===== config.mk =====
export PLATFORM = sky130hd
export DESIGN_NAME = postfix_expression_evaluator
export DESIGN_NICKNAME = d
export VERILOG_FILES = /design/src/rtl/pfe_pkg.sv /design/src/rtl/pfe_ram.sv /design/src/rtl/pfe_div.sv /design/src/rtl/postfix_expression_evaluator.sv
export SDC_FILE = /design/constraint.sdc
export NUM_CORES = 2
export LEC_CHECK = 0
export ABC_AREA = 0
export BUFFER_PORTS_ARGS = -buffer_cell sky130_fd_sc_hd__buf_4
export CAP_MARGIN = 20
export CORE_UTILIZATION = 34
export DETAILED_ROUTE_END_ITERATION = 8
export PLACE_DENSITY = 0.44
export SYNTH_ARGS = -nofsm -noshare
export SYNTH_HDL_FRONTEND = slang
export SYNTH_HIERARCHICAL = 1
export SYNTH_SLANG_ARGS = --single-unit

===== constraint.sdc =====
create_clock -name clock -period 10.95 [get_ports clock]
set_input_delay 1.095 -clock clock [delete_from_list [all_inputs] [get_ports clock]]
set_output_delay 1.095 -clock clock [all_outputs]
set_load 0.05 [all_outputs]

===== src/rtl/pfe_pkg.sv =====
// Package for the postfix expression evaluator: shared data width,
// character codes, status codes and the sequencer state type.
// No dependencies.
package pfe_pkg;

   localparam int DATA_W = 32;
   localparam int CH_W   = 8;

   // Character codes of the postfix text
   localparam logic [CH_W-1:0] CH_END   = 8'h00;
   localparam logic [CH_W-1:0] CH_DIG0  = 8'h30;
   localparam logic [CH_W-1:0] CH_DIG9  = 8'h39;
   localparam logic [CH_W-1:0] CH_PLUS  = 8'h2b;
   localparam logic [CH_W-1:0] CH_MINUS = 8'h2d;
   localparam logic [CH_W-1:0] CH_TIMES = 8'h2a;
   localparam logic [CH_W-1:0] CH_DIV   = 8'h2f;

   // Status reported with each result
   typedef enum logic [1:0] {
      STATUS_OK      = 2'd0,
      STATUS_UNDER   = 2'd1,
      STATUS_OVER    = 2'd2,
      STATUS_DIVZERO = 2'd3
   } status_type;

   // Sequencer states, one-hot
   typedef enum logic [3:0] {
      ST_IDLE = 4'b0001,
      ST_EXEC = 4'b0010,
      ST_OPER = 4'b0100,
      ST_DIV  = 4'b1000
   } state_type;

endpackage


===== src/rtl/pfe_ram.sv =====
// Generic single-port-write, single-port-read RAM with registered read data.
// No dependencies.
module pfe_ram #(
   parameter int WIDTH  = 32,
   parameter int DEPTH  = 64,
   parameter int ADDR_W = $clog2(DEPTH)
) (
   input  logic              clock,
   input  logic              wr_en,
   input  logic [ADDR_W-1:0] wr_addr,
   input  logic [WIDTH-1:0]  wr_data,
   input  logic              rd_en,
   input  logic [ADDR_W-1:0] rd_addr,
   output logic [WIDTH-1:0]  rd_data
);

   logic [WIDTH-1:0] mem_ff [DEPTH];
   logic [WIDTH-1:0] rd_data_ff;

   // Write port
   always_ff @(posedge clock) begin
      if (wr_en) begin
         mem_ff[wr_addr] <= wr_data;
      end
   end

   // Registered read port
   always_ff @(posedge clock) begin
      if (rd_en) begin
         rd_data_ff <= mem_ff[rd_addr];
      end
   end

   assign rd_data = rd_data_ff;

endmodule


===== src/rtl/pfe_div.sv =====
// Iterative signed divider, one quotient bit per cycle, truncating toward zero.
// Depends on pfe_pkg.
module pfe_div (
   input  logic                        clock,
   input  logic                        reset,
   input  logic                        start,
   input  logic [pfe_pkg::DATA_W-1:0]  dividend,
   input  logic [pfe_pkg::DATA_W-1:0]  divisor,
   output logic                        done,
   output logic [pfe_pkg::DATA_W-1:0]  quotient
);

   localparam int W     = pfe_pkg::DATA_W;
   localparam int CNT_W = $clog2(W);

   logic             busy_ff, busy_in;
   logic             done_ff, done_in;
   logic [CNT_W-1:0] cnt_ff, cnt_in;
   logic             neg_ff, neg_in;
   logic [W-1:0]     rem_ff, rem_in;
   logic [W-1:0]     quo_ff, quo_in;
   logic [W-1:0]     dvs_ff, dvs_in;
   logic [W:0]       shifted;
   logic [W:0]       trial;

   // Shift in the next dividend bit and try a subtract
   assign shifted = {rem_ff, quo_ff[W-1]};
   assign trial   = shifted - {1'b0, dvs_ff};

   always_comb begin
      busy_in = busy_ff;
      done_in = 1'b0;
      cnt_in  = cnt_ff;
      neg_in  = neg_ff;
      rem_in  = rem_ff;
      quo_in  = quo_ff;
      dvs_in  = dvs_ff;
      if (start) begin
         // Load magnitudes and the result sign
         busy_in = 1'b1;
         cnt_in  = '0;
         neg_in  = dividend[W-1] ^ divisor[W-1];
         rem_in  = '0;
         quo_in  = dividend[W-1] ? (W'(0) - dividend) : dividend;
         dvs_in  = divisor[W-1] ? (W'(0) - divisor) : divisor;
      end else if (busy_ff) begin
         // One restoring step
         if (!trial[W]) begin
            rem_in = trial[W-1:0];
            quo_in = {quo_ff[W-2:0], 1'b1};
         end else begin
            rem_in = shifted[W-1:0];
            quo_in = {quo_ff[W-2:0], 1'b0};
         end
         cnt_in = cnt_ff + CNT_W'(1);
         if (cnt_ff == CNT_W'(W - 1)) begin
            busy_in = 1'b0;
            done_in = 1'b1;
         end
      end
   end

   // Control state
   always_ff @(posedge clock) begin
      if (reset) begin
         busy_ff <= 1'b0;
         done_ff <= 1'b0;
      end else begin
         busy_ff <= busy_in;
         done_ff <= done_in;
      end
   end

   // Datapath
   always_ff @(posedge clock) begin
      cnt_ff <= cnt_in;
      neg_ff <= neg_in;
      rem_ff <= rem_in;
      quo_ff <= quo_in;
      dvs_ff <= dvs_in;
   end

   assign done     = done_ff;
   assign quotient = neg_ff ? (W'(0) - quo_ff) : quo_ff;

endmodule


===== src/rtl/postfix_expression_evaluator.sv =====
// Postfix expression evaluator with the operand stack in a registered-read RAM.
// Digits and separators are taken in IDLE; +, - and * pass through EXEC and OPER
// (one RAM read of the first operand); / then waits in DIV for the bit-serial divider.
// An end character passes through EXEC and waits there for the result register to free.
// Synchronous active-high reset clears control state; stack RAM is not cleared.
module postfix_expression_evaluator #(
   parameter int STACK_DEPTH = 64
) (
   input  logic                               clock,
   input  logic                               reset,
   input  logic                               req_valid,
   output logic                               req_stall,
   input  logic [7:0]                         req_ch,
   output logic                               rsp_valid,
   input  logic                               rsp_stall,
   output logic signed [pfe_pkg::DATA_W-1:0]  rsp_value,
   output logic [1:0]                         rsp_status
);

   localparam int W      = pfe_pkg::DATA_W;
   localparam int ADDR_W = $clog2(STACK_DEPTH);
   localparam int SP_W   = $clog2(STACK_DEPTH + 1);

   pfe_pkg::state_type  state_ff, state_in;
   pfe_pkg::status_type err_ff, err_in;
   logic [SP_W-1:0]     sp_ff, sp_in;
   logic                active_ff, active_in;
   logic [W-1:0]        pending_ff, pending_in;
   logic [W-1:0]        tos_ff, tos_in;
   logic [7:0]          ch_ff, ch_in;
   logic                rsp_valid_ff, rsp_valid_in;
   logic [W-1:0]        rsp_value_ff, rsp_value_in;
   logic [1:0]          rsp_status_ff, rsp_status_in;

   logic                ram_wr_en;
   logic [ADDR_W-1:0]   ram_wr_addr;
   logic                ram_rd_en;
   logic [ADDR_W-1:0]   ram_rd_addr;
   logic [W-1:0]        ram_rd_data;
   logic                div_start;
   logic                div_done;
   logic [W-1:0]        div_quotient;
   logic [SP_W-1:0]     sp_less1;
   logic [SP_W-1:0]     sp_less2;
   logic                out_free;
   logic                is_digit;
   logic [W-1:0]        digit_val;

   // Keep the first error of an expression
   function automatic pfe_pkg::status_type note_error(
      input pfe_pkg::status_type cur,
      input pfe_pkg::status_type code
   );
      return (cur == pfe_pkg::STATUS_OK) ? code : cur;
   endfunction

   assign sp_less1  = sp_ff - SP_W'(1);
   assign sp_less2  = sp_ff - SP_W'(2);
   assign out_free  = !rsp_valid_ff || !rsp_stall;
   assign is_digit  = req_ch inside {[pfe_pkg::CH_DIG0:pfe_pkg::CH_DIG9]};
   assign digit_val = W'(req_ch - pfe_pkg::CH_DIG0);
   assign req_stall = (state_ff != pfe_pkg::ST_IDLE);

   // Stack entries below the top; the top itself lives in tos_ff
   pfe_ram #(
      .WIDTH (W),
      .DEPTH (STACK_DEPTH)
   ) u_stack (
      .clock   (clock),
      .wr_en   (ram_wr_en),
      .wr_addr (ram_wr_addr),
      .wr_data (tos_ff),
      .rd_en   (ram_rd_en),
      .rd_addr (ram_rd_addr),
      .rd_data (ram_rd_data)
   );

   pfe_div u_div (
      .clock    (clock),
      .reset    (reset),
      .start    (div_start),
      .dividend (ram_rd_data),
      .divisor  (tos_ff),
      .done     (div_done),
      .quotient (div_quotient)
   );

   // Sequencer
   always_comb begin
      state_in      = state_ff;
      err_in        = err_ff;
      sp_in         = sp_ff;
      active_in     = active_ff;
      pending_in    = pending_ff;
      tos_in        = tos_ff;
      ch_in         = ch_ff;
      rsp_valid_in  = rsp_valid_ff && rsp_stall;
      rsp_value_in  = rsp_value_ff;
      rsp_status_in = rsp_status_ff;
      ram_wr_en     = 1'b0;
      ram_wr_addr   = sp_less1[ADDR_W-1:0];
      ram_rd_en     = 1'b0;
      ram_rd_addr   = sp_less2[ADDR_W-1:0];
      div_start     = 1'b0;

      case (state_ff)
         pfe_pkg::ST_IDLE: begin
            if (req_valid) begin
               if (is_digit) begin
                  // Accumulate the pending number: times ten plus digit
                  pending_in = (pending_ff << 3) + (pending_ff << 1) + digit_val;
                  active_in  = 1'b1;
               end else begin
                  ch_in = req_ch;
                  // Push a pending number, spilling the old top into the RAM
                  if (active_ff) begin
                     if (sp_ff == SP_W'(STACK_DEPTH)) begin
                        err_in = note_error(err_ff, pfe_pkg::STATUS_OVER);
                     end else begin
                        ram_wr_en = (sp_ff != '0);
                        tos_in    = pending_ff;
                        sp_in     = sp_ff + SP_W'(1);
                     end
                     pending_in = '0;
                     active_in  = 1'b0;
                  end
                  if (req_ch == pfe_pkg::CH_END || req_ch == pfe_pkg::CH_PLUS ||
                      req_ch == pfe_pkg::CH_MINUS || req_ch == pfe_pkg::CH_TIMES ||
                      req_ch == pfe_pkg::CH_DIV) begin
                     state_in = pfe_pkg::ST_EXEC;
                  end
               end
            end
         end

         pfe_pkg::ST_EXEC: begin
            if (ch_ff == pfe_pkg::CH_END) begin
               // Deliver the top and clear for the next expression
               if (out_free) begin
                  rsp_valid_in = 1'b1;
                  if (sp_ff == '0) begin
                     rsp_value_in  = '0;
                     rsp_status_in = note_error(err_ff, pfe_pkg::STATUS_UNDER);
                  end else begin
                     rsp_value_in  = tos_ff;
                     rsp_status_in = err_ff;
                  end
                  sp_in    = '0;
                  err_in   = pfe_pkg::STATUS_OK;
                  state_in = pfe_pkg::ST_IDLE;
               end
            end else if (sp_ff < SP_W'(2)) begin
               err_in   = note_error(err_ff, pfe_pkg::STATUS_UNDER);
               state_in = pfe_pkg::ST_IDLE;
            end else begin
               // Fetch the left operand
               ram_rd_en = 1'b1;
               state_in  = pfe_pkg::ST_OPER;
            end
         end

         pfe_pkg::ST_OPER: begin
            state_in = pfe_pkg::ST_IDLE;
            sp_in    = sp_less1;
            case (ch_ff)
               pfe_pkg::CH_PLUS:  tos_in = ram_rd_data + tos_ff;
               pfe_pkg::CH_MINUS: tos_in = ram_rd_data - tos_ff;
               pfe_pkg::CH_TIMES: tos_in = ram_rd_data * tos_ff;
               default: begin
                  if (tos_ff == '0) begin
                     err_in = note_error(err_ff, pfe_pkg::STATUS_DIVZERO);
                     tos_in = '0;
                  end else begin
                     // Hold the stack until the quotient is ready
                     div_start = 1'b1;
                     sp_in     = sp_ff;
                     state_in  = pfe_pkg::ST_DIV;
                  end
               end
            endcase
         end

         pfe_pkg::ST_DIV: begin
            if (div_done) begin
               tos_in   = div_quotient;
               sp_in    = sp_less1;
               state_in = pfe_pkg::ST_IDLE;
            end
         end

         default: begin
            state_in = pfe_pkg::ST_IDLE;
         end
      endcase
   end

   // Control state
   always_ff @(posedge clock) begin
      if (reset) begin
         state_ff     <= pfe_pkg::ST_IDLE;
         err_ff       <= pfe_pkg::STATUS_OK;
         sp_ff        <= '0;
         active_ff    <= 1'b0;
         pending_ff   <= '0;
         rsp_valid_ff <= 1'b0;
      end else begin
         state_ff     <= state_in;
         err_ff       <= err_in;
         sp_ff        <= sp_in;
         active_ff    <= active_in;
         pending_ff   <= pending_in;
         rsp_valid_ff <= rsp_valid_in;
      end
   end

   // Payload
   always_ff @(posedge clock) begin
      tos_ff        <= tos_in;
      ch_ff         <= ch_in;
      rsp_value_ff  <= rsp_value_in;
      rsp_status_ff <= rsp_status_in;
   end

   assign rsp_valid  = rsp_valid_ff;
   assign rsp_value  = rsp_value_ff;
   assign rsp_status = rsp_status_ff;

`ifndef NO_ASSERTIONS
   // Stack pointer never passes the stack depth
   a_sp_range: assert property (@(posedge clock) disable iff (reset)
      sp_ff <= SP_W'(STACK_DEPTH))
      else $error("stack pointer beyond depth");

   // Quotient arrives only while the sequencer waits for it
   a_div_state: assert property (@(posedge clock) disable iff (reset)
      div_done |-> state_ff == pfe_pkg::ST_DIV)
      else $error("divider done outside divide state");

   // A new transaction on the result side comes only from the end step
   a_rsp_source: assert property (@(posedge clock) disable iff (reset)
      $rose(rsp_valid_ff) |-> $past(state_ff == pfe_pkg::ST_EXEC))
      else $error("result raised outside end step");

   // Stack and status are cleared after a result is issued
   a_clear_after_end: assert property (@(posedge clock) disable iff (reset)
      $rose(rsp_valid_ff) |-> (sp_ff == '0 && err_ff == pfe_pkg::STATUS_OK))
      else $error("state not cleared after end of expression");
`endif

endmodule

==> qor.yml <==
outcome:
  status: "complete, no violations"
die:
  start_util: 0.3424
  core-area_um2: 327900
  ioPinCount: 48
  die_area_um2: 332500
  rows: 210
  chipWidth_um: 576.6
  die_y_um: 576.6
power_and_ir_drop:
  power.share.combinational: 0.539
  power_leakage_nw: 43.61
  internal_power_mw: 23.79
  ir_drop_v: 0.0007928
  powerDensity_nw_per_um2: 321.6
  p_seq_frac: 0.247
  p_sw_mw: 17.20
  p_sw_frac: 0.4196
  pwr-share-clk: 0.214
synthesis:
  synth_cell_types: 90
  netlist_area_um2: 112300
  synth_nets: 7727
  synth_area_leaders: "edfxtp_1, mux4_2, fa_1"
  synth_ff_type: "edfxtp_1"
  synth_top_area_frac: 0.5935
  ys_ff_latch: 2305
  synth_edf_count: 2219
  yosys_warnings: 6
  synthCells: 7043
  synthArstFlopShare: 0
  syn_area_per_cell_um2: 15.94
  yosysTopAreaCell: "edfxtp_1"
  seq_area_frac_synth: 0.6088
global_route:
  grt_pass1_vias: 66980
  grt_max_degree: 103
  antenna_found_initial: 22
  overflow: 0
  grt_pass1_wl_um: 511600
  grt_usage: 0.2167
clock_tree:
  clk_latency_ps: 890
  clockBufferDepth: 4
  cts_max_level: 5
  cts_tree: "built"
  cts_buffers: 272
  post_cts_buffers: 0
  numClockSinks: 2305
  clkTransAtPathRegs_ps: 60
  cts-root-buf: "clkbuf_16"
  cts_resized: 0
  cts_hold_buf: 0
cells_and_area:
  area_growth_pct: 13.52
  final_common_cell: "edfxtp_1"
  multi_input_area_um2: 40950
  final_cells: 11800
  final_area_um2: 127500
  final_layout_size_suffix_gt1_frac: 0.1824
  nFillCells: 30320
  most-common-layout-cells: "edfxtp_1, mux4_2, inv_1"
  final-seq-area_um2: 68360
  nNetsFinal: 7917
setup_path:
  crit_arrival_ps: 8530
  worst-path-max-fanout: 23
  startpoint_type: "register"
  crit_required_ps: 11540
  end_kind: "register"
  worstSetupPathType: "register to register"
sta:
  fin_worst_skew_ps: 66.90
  min_period_ps: 7941
  final.setup.tns_ps: 0
  slew_headroom: 0.1893
  hold_viol: 0
  tightestPinTransition_ps: 1185
  slew_violations: 0
  clock.fmax_mhz: 125.9
  setup_viol: 0
  rsz0062_at_grt: "false"
  setup_slack_ps: 3009
  fin_crit_sh: 0.7252
routing:
  routedWlPerCell_um: 30.62
  firstDrtPassIters: 6
  wl_um: 361300
  vias_per_cell: 5.453
  post-route-drc-count: 0
  ant_nets: 0
  vias: 64350
  first_iter_violations: 5580
placement:
  place_hpwl_um: 217700
  place_ws_ps: 2939
  place_inst: 11310
  portBuffers: 47
  placed_cell_area_um2: 118900
  gp_congestion: 0.8535
job:
  drv_cap: 0
hold_path:
  hold_path_class: "input port to register"
-- per-stage QoR --
stage	hold slack [ps]	util	total power [mW]
floorplan	456.8	-	25.29
global placement	479.9	0.3625	32.43
detailed placement	490.5	0.3626	32.53
CTS	377.1	0.3885	41.45
global route	424.7	0.3886	43.59
finish	456.8	0.3887	40.98
-- flip-flops by register name (all words and copies together) (netlist names) --
register         count
u_div/quo_ff        32
rsp_status           2
state_ff             4
u_div/neg_ff         1
err_ff               2
u_div/dvs_ff        32
u_stack/mem_ff    2048
rsp_valid            1
u_div/busy_ff        1
tos_ff              32
rsp_value           32
ch_ff                8
pending_ff          32
active_ff            1
sp_ff                7
u_div/done           1
u_stack/rd_data     32
u_div/rem_ff        32
u_div/cnt_ff         5
-- final cells by class --
class	instances	share of cell area
Sequential cell	2305	0.5364
Clock inverter	137	0.009945
Inverter	488	0.01449
Tap cell	4346	0.04266
Timing Repair Buffer	292	0.01818
Clock buffer	343	0.05673
Antenna cell	17	0.0003338
Multi-Input combinational cell	3874	0.3213
-- synthesized netlist by cell type (90+ instances only) --
| library cell | instances |
|---|---|
| mux4_2 | 550 |
| and2_1 | 350 |
| nor2_1 | 314 |
| o21ai_0 | 152 |
| fa_1 | 439 |
| inv_1 | 485 |
| ha_1 | 233 |
| clkbuf_1 | 259 |
| o22ai_1 | 105 |
| xnor2_1 | 186 |
| a21oi_1 | 211 |
| xor2_1 | 90 |
| edfxtp_1 | 2219 |
| nand2_1 | 374 |
-- per-layer routing --
| layer | vias up | track usage | part of all wire |
|---|---|---|---|
| met5 | - | 0 | 0.00010 |
| met4 | 6 | 0.06120 | 0.029 |
| met3 | 486 | 0.02481 | 0.045 |
| met2 | 1703 | 0.3677 | 0.49 |
| met1 | 35030 | 0.2938 | 0.43 |
| li1 | 27130 | - | - |
-- power by group through the flow --
stage	combinational (mW)	clock, mW	sequential, mW
after floorplan	14.9	0	10.4
final	22.1	8.78	10.1
after CTS	22.3	9.01	10.1
after detailed placement	22.2	0	10.3
after global routing	24.2	9.30	10.1
after global placement	22.1	0	10.3
-- critical path: stages (launching register included) --
cell,delay (ps)
edfxtp_1,980
buf_4,550
and2_1,230
fa_1,430
fa_1,390
fa_1,480
inv_1,50
fa_1,470
inv_1,60
fa_1,450
ha_1,300
fa_1,510
fa_1,420
ha_1,370
nor2_1,80
o311ai_0,350
a211oi_1,130
o31ai_1,450
a31oi_1,210
o21bai_1,190
xnor2_1,100
a222oi_1,310
o21ai_0,140
-- worst paths after layout --
| check | start | endpoint | slack (ps) | depth (start not counted) |
|---|---|---|---|---|
| max | tos_ff[13] | tos_ff[24] | 3010 | 22 |
| min | req_ch[7] | ch_ff[7] | 460 | 1 |
| max reg2reg | tos_ff[13] | tos_ff[24] | 3010 | 22 |
| min reg2reg | u_div/rem_ff[31] | u_div/rem_ff[31] | 500 | 2 |
-- cells by family after synthesis --
| logic type | synth area share |
|---|---|
| flip-flops | 0.6088 |
| AND/OR/NAND/NOR | 0.06382 |
| AO/OA/AOI/OAI | 0.05174 |
| buffers and inverters | 0.03143 |
| adder cells (fa/ha/maj) | 0.1042 |
| multiplexers | 0.1184 |
| XOR/XNOR | 0.02153 |
(Power assumes the default switching activity.)
